==> src/sv/cwc_pkg.sv <==
// Package for the camera window capture block: types, register indexes and constants.
// Used by every module of the block; depends on nothing.

package cwc_pkg;

  localparam int CHUNK_PAYLOAD   = 240;
  localparam int MAX_LINE_PIXELS = 640;
  localparam int MAX_FRAME_LINES = 480;

  localparam int QUEUE_DEPTH = 2;
  localparam int QPTR_W      = (QUEUE_DEPTH > 1) ? $clog2(QUEUE_DEPTH) : 1;
  localparam int QCNT_W      = $clog2(QUEUE_DEPTH + 1);

  // frame length is at most 11 by 9 bits wide
  localparam int LEN_W       = 20;
  localparam int CHUNK_SHIFT = LEN_W + $clog2(CHUNK_PAYLOAD);
  localparam int RECIP_W     = LEN_W + 1;
  localparam int PROD_W      = LEN_W + RECIP_W;
  localparam logic [63:0] CHUNK_RECIP =
    ((64'd1 << CHUNK_SHIFT) + 64'(CHUNK_PAYLOAD) - 64'd1) / 64'(CHUNK_PAYLOAD);

  localparam int CFG_IDX_W  = 3;
  localparam int CFG_DATA_W = 10;

  localparam logic [CFG_IDX_W-1:0] CFG_LINE_PIXELS = 3'd0;
  localparam logic [CFG_IDX_W-1:0] CFG_FRAME_LINES = 3'd1;
  localparam logic [CFG_IDX_W-1:0] CFG_COLUMN_SKIP = 3'd2;
  localparam logic [CFG_IDX_W-1:0] CFG_ROW_SKIP    = 3'd3;
  localparam logic [CFG_IDX_W-1:0] CFG_MONO_MODE   = 3'd4;

  typedef enum logic [2:0] {
    PH_IDLE,
    PH_VSYNC,
    PH_ROWS,
    PH_LINE,
    PH_COLS,
    PH_GRAB
  } phase_t;

  typedef struct packed {
    logic       action;
    logic       vsync_pin;
    logic       href_pin;
    logic       pclk_pin;
    logic [7:0] data_pins;
  } in_t;

  typedef struct packed {
    logic [7:0]  pixel_byte;
    logic [19:0] byte_index;
    logic        line_end;
    logic        frame_end;
    logic [19:0] frame_bytes;
    logic [11:0] chunk_total;
  } out_t;

  typedef struct packed {
    logic [9:0] line_pixels;
    logic [8:0] frame_lines;
    logic [9:0] column_skip;
    logic [9:0] row_skip;
    logic       mono_mode;
  } cfg_t;

  // classified transaction handed from front to back
  typedef struct packed {
    logic       arm;
    logic       vs_rise;
    logic       hr_rise;
    logic       pc_rise;
    logic [7:0] data;
  } evt_t;

endpackage

==> src/sv/cwc_front.sv <==
// Front end: takes pin samples and arm commands and turns them into edge events.
// Uses cwc_pkg; feeds cwc_queue.

module cwc_front (
  input  logic           clk,
  input  logic           rst_n,
  input  logic           in_valid,
  output logic           in_stall,
  input  cwc_pkg::in_t   in_data,
  input  logic           q_full,
  output logic           q_push,
  output cwc_pkg::evt_t  q_data
);

  logic last_vsync_r, last_href_r, last_pclk_r;

  assign in_stall = q_full;
  assign q_push   = in_valid && !q_full;

  always_comb begin
    q_data.arm     = in_data.action;
    q_data.vs_rise = !last_vsync_r && in_data.vsync_pin;
    q_data.hr_rise = !last_href_r && in_data.href_pin;
    q_data.pc_rise = !last_pclk_r && in_data.pclk_pin;
    q_data.data    = in_data.data_pins;
  end

  // arm transactions leave the pin history alone
  always_ff @(posedge clk) begin
    if (!rst_n) begin
      last_vsync_r <= 1'b0;
      last_href_r  <= 1'b0;
      last_pclk_r  <= 1'b0;
    end else if (q_push && !in_data.action) begin
      last_vsync_r <= in_data.vsync_pin;
      last_href_r  <= in_data.href_pin;
      last_pclk_r  <= in_data.pclk_pin;
    end
  end

endmodule

==> src/sv/cwc_queue.sv <==
// Short register queue between the front and back of the capture block.
// Uses cwc_pkg for the event type and depth.

module cwc_queue (
  input  logic           clk,
  input  logic           rst_n,
  input  logic           push,
  input  cwc_pkg::evt_t  push_data,
  output logic           full,
  input  logic           pop,
  output logic           q_valid,
  output cwc_pkg::evt_t  q_data
);

  cwc_pkg::evt_t                    mem_r [cwc_pkg::QUEUE_DEPTH];
  logic [cwc_pkg::QPTR_W-1:0]       wr_ptr_r, wr_ptr_nxt;
  logic [cwc_pkg::QPTR_W-1:0]       rd_ptr_r, rd_ptr_nxt;
  logic [cwc_pkg::QCNT_W-1:0]       count_r, count_nxt;

  assign full    = (count_r == cwc_pkg::QCNT_W'(cwc_pkg::QUEUE_DEPTH));
  assign q_valid = (count_r != '0);
  assign q_data  = mem_r[rd_ptr_r];

  always_comb begin
    wr_ptr_nxt = wr_ptr_r;
    rd_ptr_nxt = rd_ptr_r;
    count_nxt  = count_r;
    if (push) begin
      wr_ptr_nxt = (wr_ptr_r == cwc_pkg::QPTR_W'(cwc_pkg::QUEUE_DEPTH - 1)) ? '0
                   : wr_ptr_r + 1'b1;
    end
    if (pop) begin
      rd_ptr_nxt = (rd_ptr_r == cwc_pkg::QPTR_W'(cwc_pkg::QUEUE_DEPTH - 1)) ? '0
                   : rd_ptr_r + 1'b1;
    end
    if (push && !pop) begin
      count_nxt = count_r + 1'b1;
    end else if (pop && !push) begin
      count_nxt = count_r - 1'b1;
    end
  end

  always_ff @(posedge clk) begin
    if (!rst_n) begin
      wr_ptr_r <= '0;
      rd_ptr_r <= '0;
      count_r  <= '0;
    end else begin
      wr_ptr_r <= wr_ptr_nxt;
      rd_ptr_r <= rd_ptr_nxt;
      count_r  <= count_nxt;
    end
  end

  always_ff @(posedge clk) begin
    if (push) begin
      mem_r[wr_ptr_r] <= push_data;
    end
  end

endmodule

==> src/sv/cwc_back.sv <==
// Back end: capture sequencer over edge events, frame length multiply and chunk count.
// Uses cwc_pkg; takes events from cwc_queue and drives the result channel.

module cwc_back (
  input  logic           clk,
  input  logic           rst_n,
  input  cwc_pkg::cfg_t  cfg,
  input  logic           q_valid,
  input  cwc_pkg::evt_t  q_data,
  output logic           q_pop,
  output logic           out_valid,
  input  logic           out_stall,
  output cwc_pkg::out_t  out_data
);

  cwc_pkg::phase_t phase_r, phase_nxt;
  logic            parity_r, parity_nxt;
  logic [9:0]      row_r, row_nxt;
  logic [11:0]     col_r, col_nxt;
  logic [19:0]     index_r, index_nxt;

  logic            s1_valid_r, s1_valid_nxt;
  cwc_pkg::out_t   s1_r, s1_nxt;
  logic            out_valid_r, out_valid_nxt;
  cwc_pkg::out_t   out_r, out_nxt;

  logic            step, makes_result, s1_ready, s2_ready, s1_load;
  logic [9:0]      px;
  logic [10:0]     lb;
  logic [8:0]      lines;
  logic [9:0]      r_inc;
  logic [11:0]     c_inc;
  logic            rows_done, skip_done, line_done, frame_done;
  logic [cwc_pkg::LEN_W-1:0]  len;
  logic [cwc_pkg::LEN_W-1:0]  len_m1;
  logic [cwc_pkg::PROD_W-1:0] prod;
  logic [cwc_pkg::PROD_W-1:0] quot;

  // window limits
  always_comb begin
    if (cfg.line_pixels == '0) begin
      px = 10'd1;
    end else if (12'(cfg.line_pixels) > 12'(cwc_pkg::MAX_LINE_PIXELS)) begin
      px = 10'(cwc_pkg::MAX_LINE_PIXELS);
    end else begin
      px = cfg.line_pixels;
    end
    if (cfg.frame_lines == '0) begin
      lines = 9'd1;
    end else if (12'(cfg.frame_lines) > 12'(cwc_pkg::MAX_FRAME_LINES)) begin
      lines = 9'(cwc_pkg::MAX_FRAME_LINES);
    end else begin
      lines = cfg.frame_lines;
    end
    lb  = cfg.mono_mode ? {1'b0, px} : {px, 1'b0};
    len = cwc_pkg::LEN_W'(lb) * cwc_pkg::LEN_W'(lines);
  end

  assign r_inc      = row_r + 10'd1;
  assign c_inc      = col_r + 12'd1;
  assign rows_done  = r_inc >= cfg.row_skip;
  assign skip_done  = c_inc >= {2'b00, cfg.column_skip};
  assign line_done  = c_inc >= {1'b0, lb};
  assign frame_done = {2'b00, r_inc} >= {3'b000, lines};

  assign s2_ready     = !out_valid_r || !out_stall;
  assign s1_ready     = !s1_valid_r || s2_ready;
  assign makes_result = !q_data.arm && (phase_r == cwc_pkg::PH_GRAB) &&
                        q_data.pc_rise && parity_r;
  assign q_pop        = q_valid && (s1_ready || !makes_result);
  assign step         = q_pop && !q_data.arm;
  assign s1_load      = q_pop && makes_result;

  // next phase
  always_comb begin
    phase_nxt = phase_r;
    if (q_pop && q_data.arm) begin
      phase_nxt = cwc_pkg::PH_VSYNC;
    end else if (step) begin
      case (phase_r)
        cwc_pkg::PH_IDLE: begin
          phase_nxt = cwc_pkg::PH_IDLE;
        end
        cwc_pkg::PH_VSYNC: begin
          if (q_data.vs_rise) begin
            phase_nxt = (cfg.row_skip == '0) ? cwc_pkg::PH_LINE : cwc_pkg::PH_ROWS;
          end
        end
        cwc_pkg::PH_ROWS: begin
          if (q_data.hr_rise && rows_done) begin
            phase_nxt = cwc_pkg::PH_LINE;
          end
        end
        cwc_pkg::PH_LINE: begin
          if (q_data.hr_rise) begin
            phase_nxt = (cfg.column_skip == '0) ? cwc_pkg::PH_GRAB : cwc_pkg::PH_COLS;
          end
        end
        cwc_pkg::PH_COLS: begin
          if (q_data.pc_rise && parity_r && skip_done) begin
            phase_nxt = cwc_pkg::PH_GRAB;
          end
        end
        cwc_pkg::PH_GRAB: begin
          if (q_data.pc_rise && parity_r && line_done) begin
            phase_nxt = frame_done ? cwc_pkg::PH_IDLE : cwc_pkg::PH_LINE;
          end
        end
        default: begin
          phase_nxt = cwc_pkg::PH_IDLE;
        end
      endcase
    end
  end

  // counters and result stage
  always_comb begin
    parity_nxt = parity_r;
    row_nxt    = row_r;
    col_nxt    = col_r;
    index_nxt  = index_r;
    s1_nxt             = s1_r;
    s1_nxt.pixel_byte  = q_data.data;
    s1_nxt.byte_index  = index_r;
    s1_nxt.line_end    = 1'b0;
    s1_nxt.frame_end   = 1'b0;
    s1_nxt.frame_bytes = '0;
    s1_nxt.chunk_total = '0;
    if (q_pop && q_data.arm) begin
      parity_nxt = 1'b0;
      row_nxt    = '0;
      col_nxt    = '0;
      index_nxt  = '0;
    end else if (step) begin
      case (phase_r)
        cwc_pkg::PH_VSYNC: begin
          if (q_data.vs_rise) begin
            row_nxt = '0;
          end
        end
        cwc_pkg::PH_ROWS: begin
          if (q_data.hr_rise) begin
            row_nxt = rows_done ? '0 : r_inc;
          end
        end
        cwc_pkg::PH_LINE: begin
          if (q_data.hr_rise) begin
            parity_nxt = 1'b0;
            col_nxt    = '0;
          end
        end
        cwc_pkg::PH_COLS: begin
          if (q_data.pc_rise) begin
            parity_nxt = !parity_r;
            if (parity_r) begin
              col_nxt = skip_done ? '0 : c_inc;
            end
          end
        end
        cwc_pkg::PH_GRAB: begin
          if (q_data.pc_rise) begin
            parity_nxt = !parity_r;
            if (parity_r) begin
              index_nxt = index_r + 20'd1;
              if (line_done) begin
                col_nxt         = '0;
                row_nxt         = r_inc;
                s1_nxt.line_end = 1'b1;
                if (frame_done) begin
                  s1_nxt.frame_end   = 1'b1;
                  s1_nxt.frame_bytes = len;
                end
              end else begin
                col_nxt = c_inc;
              end
            end
          end
        end
        default: begin
          parity_nxt = parity_r;
        end
      endcase
    end
  end

  always_comb begin
    if (s1_load) begin
      s1_valid_nxt = 1'b1;
    end else if (s2_ready) begin
      s1_valid_nxt = 1'b0;
    end else begin
      s1_valid_nxt = s1_valid_r;
    end
    out_valid_nxt = s2_ready ? s1_valid_r : out_valid_r;
  end

  // chunk count by reciprocal multiply, exact for any frame length
  assign len_m1 = s1_r.frame_bytes - cwc_pkg::LEN_W'(1);
  assign prod   = cwc_pkg::PROD_W'(len_m1) *
                  cwc_pkg::PROD_W'(cwc_pkg::CHUNK_RECIP[cwc_pkg::RECIP_W-1:0]);
  assign quot   = prod >> cwc_pkg::CHUNK_SHIFT;

  always_comb begin
    out_nxt             = s1_r;
    out_nxt.chunk_total = s1_r.frame_end ? 12'(quot + cwc_pkg::PROD_W'(1)) : 12'd0;
  end

  always_ff @(posedge clk) begin
    if (!rst_n) begin
      phase_r     <= cwc_pkg::PH_IDLE;
      parity_r    <= 1'b0;
      row_r       <= '0;
      col_r       <= '0;
      index_r     <= '0;
      s1_valid_r  <= 1'b0;
      out_valid_r <= 1'b0;
    end else begin
      phase_r     <= phase_nxt;
      parity_r    <= parity_nxt;
      row_r       <= row_nxt;
      col_r       <= col_nxt;
      index_r     <= index_nxt;
      s1_valid_r  <= s1_valid_nxt;
      out_valid_r <= out_valid_nxt;
    end
  end

  always_ff @(posedge clk) begin
    if (s1_load) begin
      s1_r <= s1_nxt;
    end
    if (s2_ready && s1_valid_r) begin
      out_r <= out_nxt;
    end
  end

  assign out_valid = out_valid_r;
  assign out_data  = out_r;

endmodule

==> src/sv/camera_window_capture.sv <==
// Camera window capture, top level: configuration registers, front, queue and back.
// Takes one transaction per cycle while in_stall is low; a result passes through the queue,
// the sequencer register and the chunk-count output register to out_valid, held under out_stall.
// Throughput is one transaction per cycle unless stalled, set by the single-step sequencer in the back.
// Reset (rst_n low, synchronous): registers to 640, 480, 3, 3, RGB565; capture idle,
// pin history and counters cleared, queue and output empty. No clearing pass.

module camera_window_capture (
  input  logic                               clk,
  input  logic                               rst_n,
  input  logic                               in_valid,
  output logic                               in_stall,
  input  cwc_pkg::in_t                       in_data,
  output logic                               out_valid,
  input  logic                               out_stall,
  output cwc_pkg::out_t                      out_data,
  input  logic                               cfg_valid,
  output logic                               cfg_ready,
  input  logic [cwc_pkg::CFG_IDX_W-1:0]      cfg_index,
  input  logic [cwc_pkg::CFG_DATA_W-1:0]     cfg_data
);

  cwc_pkg::cfg_t cfg_r, cfg_nxt;
  cwc_pkg::evt_t push_data, q_data;
  logic          q_full, q_push, q_valid, q_pop;

  assign cfg_ready = 1'b1;

  always_comb begin
    cfg_nxt = cfg_r;
    if (cfg_valid) begin
      case (cfg_index)
        cwc_pkg::CFG_LINE_PIXELS: cfg_nxt.line_pixels = cfg_data;
        cwc_pkg::CFG_FRAME_LINES: cfg_nxt.frame_lines = cfg_data[8:0];
        cwc_pkg::CFG_COLUMN_SKIP: cfg_nxt.column_skip = cfg_data;
        cwc_pkg::CFG_ROW_SKIP:    cfg_nxt.row_skip    = cfg_data;
        cwc_pkg::CFG_MONO_MODE:   cfg_nxt.mono_mode   = cfg_data[0];
        default:                  cfg_nxt = cfg_r;
      endcase
    end
  end

  always_ff @(posedge clk) begin
    if (!rst_n) begin
      cfg_r.line_pixels <= 10'd640;
      cfg_r.frame_lines <= 9'd480;
      cfg_r.column_skip <= 10'd3;
      cfg_r.row_skip    <= 10'd3;
      cfg_r.mono_mode   <= 1'b0;
    end else begin
      cfg_r <= cfg_nxt;
    end
  end

  cwc_front u_front (
    .clk      (clk),
    .rst_n    (rst_n),
    .in_valid (in_valid),
    .in_stall (in_stall),
    .in_data  (in_data),
    .q_full   (q_full),
    .q_push   (q_push),
    .q_data   (push_data)
  );

  cwc_queue u_queue (
    .clk       (clk),
    .rst_n     (rst_n),
    .push      (q_push),
    .push_data (push_data),
    .full      (q_full),
    .pop       (q_pop),
    .q_valid   (q_valid),
    .q_data    (q_data)
  );

  cwc_back u_back (
    .clk       (clk),
    .rst_n     (rst_n),
    .cfg       (cfg_r),
    .q_valid   (q_valid),
    .q_data    (q_data),
    .q_pop     (q_pop),
    .out_valid (out_valid),
    .out_stall (out_stall),
    .out_data  (out_data)
  );

endmodule
==> config.mk <==
export PLATFORM = sky130hd
export DESIGN_NAME = camera_window_capture
export DESIGN_NICKNAME = d
export VERILOG_FILES = /design/src/sv/cwc_pkg.sv /design/src/sv/cwc_front.sv /design/src/sv/cwc_queue.sv /design/src/sv/cwc_back.sv /design/src/sv/camera_window_capture.sv
export SDC_FILE = /design/constraint.sdc
export NUM_CORES = 1
export LEC_CHECK = 0
export ABC_AREA = 1
export BUFFER_PORTS_ARGS = -buffer_cell sky130_fd_sc_hd__buf_2
export CAP_MARGIN = 5
export CORE_MARGIN = 2
export CORE_UTILIZATION = 50
export CTS_CLUSTER_DIAMETER = 40
export DETAILED_ROUTE_END_ITERATION = 7
export GPL_ROUTABILITY_DRIVEN = 1
export PLACE_DENSITY = 0.64
export RECOVER_POWER = 25
export SYNTH_ARGS = -nofsm -noshare
export SYNTH_HDL_FRONTEND = slang
export SYNTH_SLANG_ARGS = --single-unit
==> constraint.sdc <==
create_clock -name clk -period 11.2 [get_ports clk]
set_input_delay 0 -clock clk [delete_from_list [all_inputs] [get_ports clk]]
set_output_delay 0 -clock clk [all_outputs]
set_load 0.03 [all_outputs]
==> results of run 1 <==
==> Yosys cell counts (9+ instances only) <==
master,number
nand2_2,9
xor2_1,37
ha_1,220
fa_1,96
xnor2_1,15
o21ai_0,98
nand2_1,402
o211ai_1,9
nor4_1,14
nand3b_1,12
inv_1,357
a21oi_1,151
clkbuf_1,17
nor2_2,13
nor2_1,219
nor3_1,33
nand4_1,18
dfxtp_1,96
nand3_1,69
edfxtp_1,136
==> worst reg2reg max path: cells and delay by family, from the launching register on <==
family	cells	cell delay, ns
adders and majority gates	9	2.80
DFF	1	0.40
AOI/OAI and AO/OA	4	0.90
xor gates and xnor gates	1	0.35
buffers and inverters	8	0.73
and+or+nand+nor	14	1.46
==> stage by stage <==
step                      utilization  worst slack, ns  cells  instance area (um^2)  power [mW]
final                           0.576             4.32   2754                 20400        2.42
after global routing            0.576             3.76   2754                 20400        2.54
after CTS                       0.577             4.33   2754                 20400        2.44
after detailed placement        0.531             4.33   2646                 18800        1.34
after global placement          0.531             4.53   2646                 18800        1.33
after floorplan                     -             5.12   2118                 17900        1.25
==> cells in the final DEF, fill, tap and decap left out, types with 36 or more instances in the layout <==
cell type,Yosys,final
xor2_1,37,37
o21ai_0,98,98
inv_1,357,357
ha_1,220,220
dlygate4sd3_1,0,42
nor2_1,219,218
nand3_1,69,69
a21oi_1,151,151
fa_1,96,96
nand2_1,402,402
edfxtp_1,136,136
clkbuf_16,0,36
buf_2,3,76
dfxtp_1,96,96
==> cell type report <==
class / count / area (um^2) / share of cell area
tap: 461 / 577 / 0.0283
timing repair buffer: 136 / 872 / 0.0428
clock buffer: 43 / 947 / 0.0465
multi-input combinational: 1494 / 10400 / 0.509
sequential: 232 / 6010 / 0.295
clock inverter: 23 / 235 / 0.0115
inverter: 365 / 1380 / 0.0675
==> layer usage <==
layer,track usage,vias up,wire [um]
li1,-,7219,-
met1,0.312,6819,19300
met2,0.420,362,21100
met3,0.0355,91,2170
met4,0.0798,0,1210
met5,0,-,0
==> state kept, by name (all words and copies together) (netlist names), named ones only <==
signal,flops
u_back.out_data,62
cfg_r,40
u_back.s1_valid_r,1
u_back.out_valid,1
u_back.col_r,12
u_back.out_nxt,50
u_front.last_pclk_r,1
u_queue.mem_r,24
u_front.last_href_r,1
u_back.parity_r,1
u_front.last_vsync_r,1
u_back.index_r,20
u_back.row_r,10
u_queue.count_r,2
u_back.phase_r,3
u_queue.rd_ptr_r,1
u_queue.wr_ptr_r,1
==> kinds of logic (layout without fill, tap and decap cells) <==
family / count (synthesis) / in the layout / synth area share
AOI/OAI and AO/OA: 303 / 303 / 0.0922
xor gates and xnor gates: 53 / 53 / 0.0264
adders and majority gates: 316 / 316 / 0.261
buffers and inverters: 392 / 567 / 0.0843
DFF: 232 / 232 / 0.336
muxes: 1 / 1 / 0.000560
other: 1 / 1 / 0.000210
and+or+nand+nor: 820 / 820 / 0.199
==> timing repair <==
| item | in CTS | in global routing |
|---|---|---|
| buffers inserted | 0 | 0 |
| hold buffers | 42 | 0 |
| hold endpoints to repair | 70 | 0 |
==> worst max-delay path by stage <==
stage,cells past startpoint,endpoint,slack (ns),start
floorplan,36,u_back.out_data[10],5.12,u_back.out_nxt[12]
global placement,36,u_back.out_data[10],4.53,u_back.out_nxt[12]
detailed placement,36,u_back.out_data[10],4.33,u_back.out_nxt[12]
CTS,36,u_back.out_data[10],4.33,u_back.out_nxt[12]
global route,36,u_back.out_data[10],3.76,u_back.out_nxt[12]
finish,36,u_back.out_data[10],4.32,u_back.out_nxt[12]
==> power by group <==
part	internal (mW)	switching, mW
Clock	0.665	0.418
Sequential	0.934	0.0229
Combinational	0.125	0.253
Total	1.72	0.694
==> impl_metrics.yaml, run 1 <==
critical_path:
  crit_family: "adder cells"
  reg2reg_depth: 36
  startpoint_type: "flop"
  slowest_delay_ns: 0.52
  critical_path_peak_fanout: 6
  r2r_slack_ns: 4.32
  cp.required_ns: 11.49
  critPathCaptureType: "flop"
  r2r_end: "u_back.out_data[10]"
  crit_buf_inv: 8
  slowest_stage: "fa_1"
  timing.rr.start: "u_back.out_nxt[12]"
  path_class: "reg2reg"
  cp_data_arrival_time_ns: 7.17
clock_network:
  htree_levels: 2
  clock_latency_ns: 0.54
  cts_buffers: 36
  cts_root_buffer: "clkbuf_16"
  tritoncts: "yes"
  cts_resized: 0
  cts_buffer_depth: 3
  path_clk_slew_ns: 0.05
  cts.sinks: 232
route:
  drt_wl_total_um: 43800
  drc_errors: 0
  vias: 14491
  ant_nets: 0
  vias_per_cell: 5.26
  routedWlPerCell_um: 15.9
  firstDrtPassIters: 5
  drt_iter0_drc: 837
yosys:
  synth_edf_count: 136
  synth_ff_type: "edfxtp_1"
  ys_seq_elements: 232
  synth.avg_cell_area_um2: 8.44
  ys_types: 56
  synthCells: 2118
  yosysTopAreaCellShare: 0.228
  syn-num-nets: 2464
  async_flop_share: 0
  synth_largest_area_cell: "edfxtp_1"
  syn-cell-area_um2: 17900
  synth.area.top_cells: "edfxtp_1, ha_1, dfxtp_1, fa_1, nand2_1"
  synth_warnings: 0
  ys_seq_area_frac: 0.336
floorplan:
  core_area_um2: 35400
  io_pins: 95
  start_util: 0.505
  die_area_um2: 37300
  dieHeight_um: 193
  row_count: 69
  die_w_um: 193
final_layout:
  fin_nets: 2611
  area_delta_synth_final_pct: 14.0
  fill_cells: 3212
  antennaDiodeCount: 0
  drive_gt1_frac: 0.0837
worst_hold_path:
  hold_path_end: "cfg_r[28]"
  min-delay-path-class: "in2reg"
  hp-start: "cfg_index[2]"
  hold-path-cell-count: 5
timing:
  hold_violations: 0
  rsz0062_at_grt: "no"
  finalMaxSlewViolations: 48
  worst_slew_pin_slew_ns: 1.79
  fin_worst_skew_ns: 0.0212
  fin_crit_ns: 6.88
  setup_viol: 0
  holdWs_ns: 0.0562
  slew_headroom: -0.193
  max_freq_mhz: 145
  period_share: 0.614
  finalSetupTns_ns: 0
placed_design:
  dp_hpwl_um: 34300
  portBuffers: 93
  gp_congestion: 0.919
global_route:
  grt_pass1_wl_um: 71400
  grt_max_degree: 63
  grt_antenna_before_repair: 0
  overflow: 0
  first_global_vias: 14457
  gr-usage-all-layers: 0.243
power:
  powerDensity_nw_per_um2: 119
  peakVddDrop_uv: 113
  p_leak_nw: 9.41
outcome:
  violations: "capacitance limit, slew limit"
  status: "complete, but fails checks"
job:
  maxCapViolCount: 1
(Power assumes the default switching activity.)
==> inputs of run 2 (changes only) <==
==> constraint.sdc (replaced) <==
create_clock -name clk -period 6.5 [get_ports clk]
set_input_delay 0 -clock clk [delete_from_list [all_inputs] [get_ports clk]]
set_output_delay 0 -clock clk [all_outputs]
set_load 0.03 [all_outputs]
==> impl_metrics.yaml, run 2 (synthesis results as in run 1) <==
floorplan:
  core_area_um2: 35400
  row_count: 69
  io_pins: 95
  start_util: 0.505
  dieHeight_um: 193
  die_area_um2: 37300
  die_w_um: 193
critical_path:
  path_class: "reg2reg"
  cp_data_arrival_time_ns: 6.42
  r2r_slack_ns: 0.37
  reg2reg_depth: 31
  cp.required_ns: 6.79
  startpoint_type: "flop"
  slowest_delay_ns: 0.55
  critical_path_peak_fanout: 4
  critPathCaptureType: "flop"
  timing.rr.start: "u_back.out_nxt[14]"
  slowest_stage: "fa_1"
  r2r_end: "u_back.out_data[10]"
power:
  powerDensity_nw_per_um2: 205
  peakVddDrop_uv: 208
  p_leak_nw: 9.69
global_route:
  grt_pass1_wl_um: 71600
  grt_antenna_before_repair: 1
  gr-usage-all-layers: 0.244
  overflow: 0
  grt_max_degree: 63
  first_global_vias: 14655
clock_network:
  clock_latency_ns: 0.54
  cts_root_buffer: "clkbuf_16"
  htree_levels: 2
  tritoncts: "yes"
  cts_buffer_depth: 3
  path_clk_slew_ns: 0.06
  cts.sinks: 232
  cts_buffers: 37
timing:
  slew_headroom: 0.232
  setup_viol: 0
  worst_slew_pin_slew_ns: 1.14
  period_share: 0.942
  fin_crit_ns: 6.13
  hold_violations: 0
  finalMaxSlewViolations: 0
  max_freq_mhz: 163
  fin_worst_skew_ns: 0.0189
route:
  drc_errors: 0
  ant_nets: 0
  firstDrtPassIters: 5
  vias_per_cell: 5.23
  routedWlPerCell_um: 15.7
  drt_wl_total_um: 44100
  drt_iter0_drc: 729
  vias: 14647
final_layout:
  fin_nets: 2657
  largest_reg_flops: 62
  area_delta_synth_final_pct: 17.4
  final_common_cell: "nand2_1"
  stdcell_count: 2801
  final_cell_mix: "nand2_1, inv_1, ha_1"
  drive_gt1_frac: 0.118
  finish.utilization: 0.593
placed_design:
  dp_hpwl_um: 34700
  gp_congestion: 0.890
  portBuffers: 93
  numPlacedInstances: 2687
outcome:
  status: "completed"
worst_hold_path:
  hold-path-cell-count: 6
  hp-start: "cfg_valid"
  hold_path_end: "cfg_r[29]"
  min-delay-path-class: "in2reg"
job:
  maxCapViolCount: 0
[run 2: cell types whose count changed in the layout (fill, tap and decap cells not counted), moves of 5 or more]
cell,before,now
a21oi_1,151,143
nor2_1,218,213
o21ai_1,7,12
buf_4,1,44
a21oi_2,2,10
o21ai_0,98,93
[run 2: metal layers]
metal | vias to the layer above | share of wire | track usage
met2 | 317 | 0.49 | 0.429
met3 | 101 | 0.048 | 0.0367
met1 | 6915 | 0.43 | 0.302
met5 | - | 0 | 0
met4 | 0 | 0.033 | 0.0956
li1 | 7314 | - | -
[run 2: worst max-delay path by stage]
stage | start | endpoint | slack [ns] | cells after the start
floorplan | u_back.out_nxt[12] | u_back.out_data[10] | 0.42 | 36
finish | u_back.out_nxt[14] | u_back.out_data[10] | 0.37 | 31
global route | u_back.out_nxt[12] | u_back.out_data[10] | -0.08 | 35
CTS | u_back.out_nxt[12] | u_back.out_data[10] | 0.05 | 35
detailed placement | u_back.out_nxt[12] | u_back.out_data[10] | -0.02 | 35
global placement | u_back.out_nxt[12] | u_back.out_data[10] | 0.11 | 35
[run 2: critical path: cells and delay by family (launching register included)]
| kind | cells | cell delay (ns) |
|---|---|---|
| fa+ha+maj | 8 | 2.98 |
| simple gates | 13 | 1.29 |
| compound gates | 5 | 0.67 |
| flops | 1 | 0.44 |
| buf+inv | 4 | 0.27 |
| xor+xnor | 1 | 0.24 |
[run 2: where the power goes]
group,switching (mW),total (mW),internal [mW]
sequential,0.0389,1.65,1.61
combinational,0.437,0.658,0.221
clock,0.744,2.00,1.25
[run 2: stage by stage]
step | area (um^2) | power, mW | setup slack, ns | hold WS (ns) | setup TNS, ns
floorplan | 17900 | 2.16 | 0.415 | 0.0989 | 0
global placement | 19100 | 2.30 | 0.109 | 0.189 | 0
detailed placement | 19100 | 2.32 | -0.0173 | 0.191 | -0.0173
CTS | 20800 | 4.35 | 0.0546 | 0.0774 | 0
global route | 21000 | 4.51 | -0.0757 | 0.192 | -0.122
finish | 21000 | 4.31 | 0.374 | 0.108 | 0
[run 2: repair_timing]
item | CTS | global route
hold endpoints to repair | 70 | 0
hold buffers | 42 | 0
endpoints found under the setup margin | 1 | 15
gates resized for setup | 1 | 48
pin swaps | 0 | 5
setup buffers | 0 | 4
[run 2: final cells by class]
type / instances / area [um^2]
Fill cell: 3159 / 14400
Antenna cell: 1 / 2.50
Inverter: 365 / 1380
Clock inverter: 25 / 269
Clock buffer: 42 / 1010
Timing Repair Buffer: 181 / 1200
Tap cell: 461 / 577
Sequential cell: 232 / 6010
Multi-Input combinational cell: 1494 / 10600
==> inputs of run 3 (changes only) <==
--- a/config.mk
+++ b/config.mk
@@ -17,4 +17,5 @@
 export RECOVER_POWER = 25
 export SYNTH_ARGS = -nofsm -noshare
 export SYNTH_HDL_FRONTEND = slang
+export SYNTH_HIERARCHICAL = 1
 export SYNTH_SLANG_ARGS = --single-unit
==> impl_metrics.yaml, run 3 <==
critical_path:
  slowest_delay_ns: 0.56
  critical_path_peak_fanout: 4
  critPathCaptureType: "flop"
  path_class: "reg2reg"
  slowest_stage: "fa_1"
  startpoint_type: "flop"
  cp_data_arrival_time_ns: 6.52
  cp.required_ns: 6.80
  timing.rr.start: "u_back/out_nxt[17]"
  cp_common_cell: "inv_1"
  crit_start: "u_back/out_nxt[17]"
timing:
  finalSetupTns_ns: 0
  finalMaxSlewViolations: 0
  fin_worst_skew_ns: 0.0254
  max_freq_mhz: 161
  hold_violations: 0
  setup_viol: 0
  period_share: 0.957
  holdWs_ns: 0.0835
  worst_slew_pin_slew_ns: 1.16
  fin_crit_ns: 6.22
  slew_headroom: 0.224
route:
  ant_nets: 0
  drt_wl_total_um: 42400
  firstDrtPassIters: 5
  vias_per_cell: 5.12
  drt_iter0_drc: 582
  vias: 14670
  routedWlPerCell_um: 14.8
  drc_errors: 0
clock_network:
  cts_buffer_depth: 3
  path_clk_slew_ns: 0.06
  cts_root_buffer: "clkbuf_16"
  cts.sinks: 232
  htree_levels: 2
  cts_buffers: 36
  tritoncts: "yes"
  clock_latency_ns: 0.54
global_route:
  first_global_vias: 14658
  grt_antenna_before_repair: 1
  grt_pass1_wl_um: 69700
  gr-usage-all-layers: 0.224
  overflow: 0
  grt_max_degree: 62
final_layout:
  seqCellArea_um2: 6010
  design_area_um2: 21500
  multi_input_area_um2: 11000
  final_common_cell: "nand2_1"
  fin_nets: 2720
  fill_cells: 3275
  largest_reg_flops: 62
  drive_gt1_frac: 0.133
  final_cell_mix: "nand2_1, inv_1, nor2_1"
  area_delta_synth_final_pct: 16.9
  antennaDiodeCount: 0
floorplan:
  die_w_um: 196
  core_area_um2: 36400
  io_pins: 95
  row_count: 70
  dieHeight_um: 196
  start_util: 0.506
  die_area_um2: 38400
yosys:
  synthCells: 2191
  synth_ff_type: "edfxtp_1"
  yosys-top-cells-count: "nand2_1, inv_1, nor2_1"
  synth_largest_area_cell: "edfxtp_1"
  synth.area.top_cells: "edfxtp_1, ha_1, dfxtp_1, fa_1, nand2_1"
  ys_seq_elements: 232
  syn-cell-area_um2: 18400
  yosysTopAreaCellShare: 0.222
  ys_types: 61
  syn-num-nets: 2538
  ys_seq_area_frac: 0.326
  synth.avg_cell_area_um2: 8.41
  synth_warnings: 6
  synth_edf_count: 136
  async_flop_share: 0
  yosysMostFrequentCell: "nand2_1"
worst_hold_path:
  hp-start: "rst_n"
  min-delay-path-class: "in2reg"
power:
  p_leak_nw: 10.0
  powerDensity_nw_per_um2: 203
  peakVddDrop_uv: 231
job:
  maxCapViolCount: 0
placed_design:
  postPlaceCellArea_um2: 19500
  gp_congestion: 0.975
  portBuffers: 93
  dp_hpwl_um: 33200
outcome:
  status: "completed"
-- run 3: changes by cell type after synthesis, moves of 11 or more --
cell     change
o21ai_0     -62
inv_1       +13
nor2_1      +34
inv_2       +15
nand3_1     +30
nand4_1     +13
buf_2       +11
nand2_1     +35
a21oi_1     -38
-- run 3: worst paths after layout --
path	end	slack [ns]	depth (start not counted)
worst max-delay path	u_back/out_data[10]	0.28	31
worst min-delay path	u_queue/count_r[1]	0.08	3
worst max register to register	u_back/out_data[10]	0.28	31
worst min register to register	u_back/out_data[39]	0.42	0
-- run 3: critical path: cells and delay by family (launching register included) --
family	cells	cell delay, ns
xor+xnor	1	0.21
compound gates	2	0.39
buf+inv	6	0.41
fa+ha+maj	8	3.00
simple gates	14	1.57
flops	1	0.40
-- run 3: area by class of cell --
type                       instances  area share
multi-input combinational       1528       0.510
inverter                         392      0.0683
clock inverter                    19      0.0124
timing repair buffer             183      0.0570
sequential                       232       0.279
tap                              468      0.0272
clock buffer                      46      0.0464
-- run 3: cells by family after synthesis --
family,after synthesis,share of synthesized area
simple gates,944,0.232
flops,232,0.326
fa+ha+maj,317,0.254
compound gates,205,0.0628
xor+xnor,49,0.0237
buf+inv,431,0.0918
mux,12,0.00937
other cells,1,0.000204
-- run 3: layer usage --
layer,global-route usage,up-vias,routed length [um]
met4,0.0786,0,1210
met2,0.402,258,21100
li1,-,7455,-
met5,0,-,0
met3,0.0318,78,1650
met1,0.274,6879,18400
-- run 3: power by group --
part           total [mW]  internal [mW]  switching [mW]
Clock                1.95           1.20           0.744
Combinational       0.760          0.283           0.477
Sequential           1.66           1.61          0.0532
-- run 3: through the flow --
step | util | std cells | power [mW] | worst slack (ns)
after floorplan | - | 2191 | 2.26 | 0.489
after global placement | 0.535 | 2742 | 2.40 | 0.233
after detailed placement | 0.535 | 2742 | 2.43 | 0.116
after CTS | 0.582 | 2854 | 4.42 | 0.0992
after global routing | 0.591 | 2868 | 4.60 | -0.0492
final | 0.591 | 2868 | 4.37 | 0.278
-- run 3: repair_timing --
item	in CTS	in global routing
hold buffers	47	0
setup endpoints to repair	0	9
buffers inserted	0	14
endpoints found under the hold margin	71	0
resized for setup	0	42
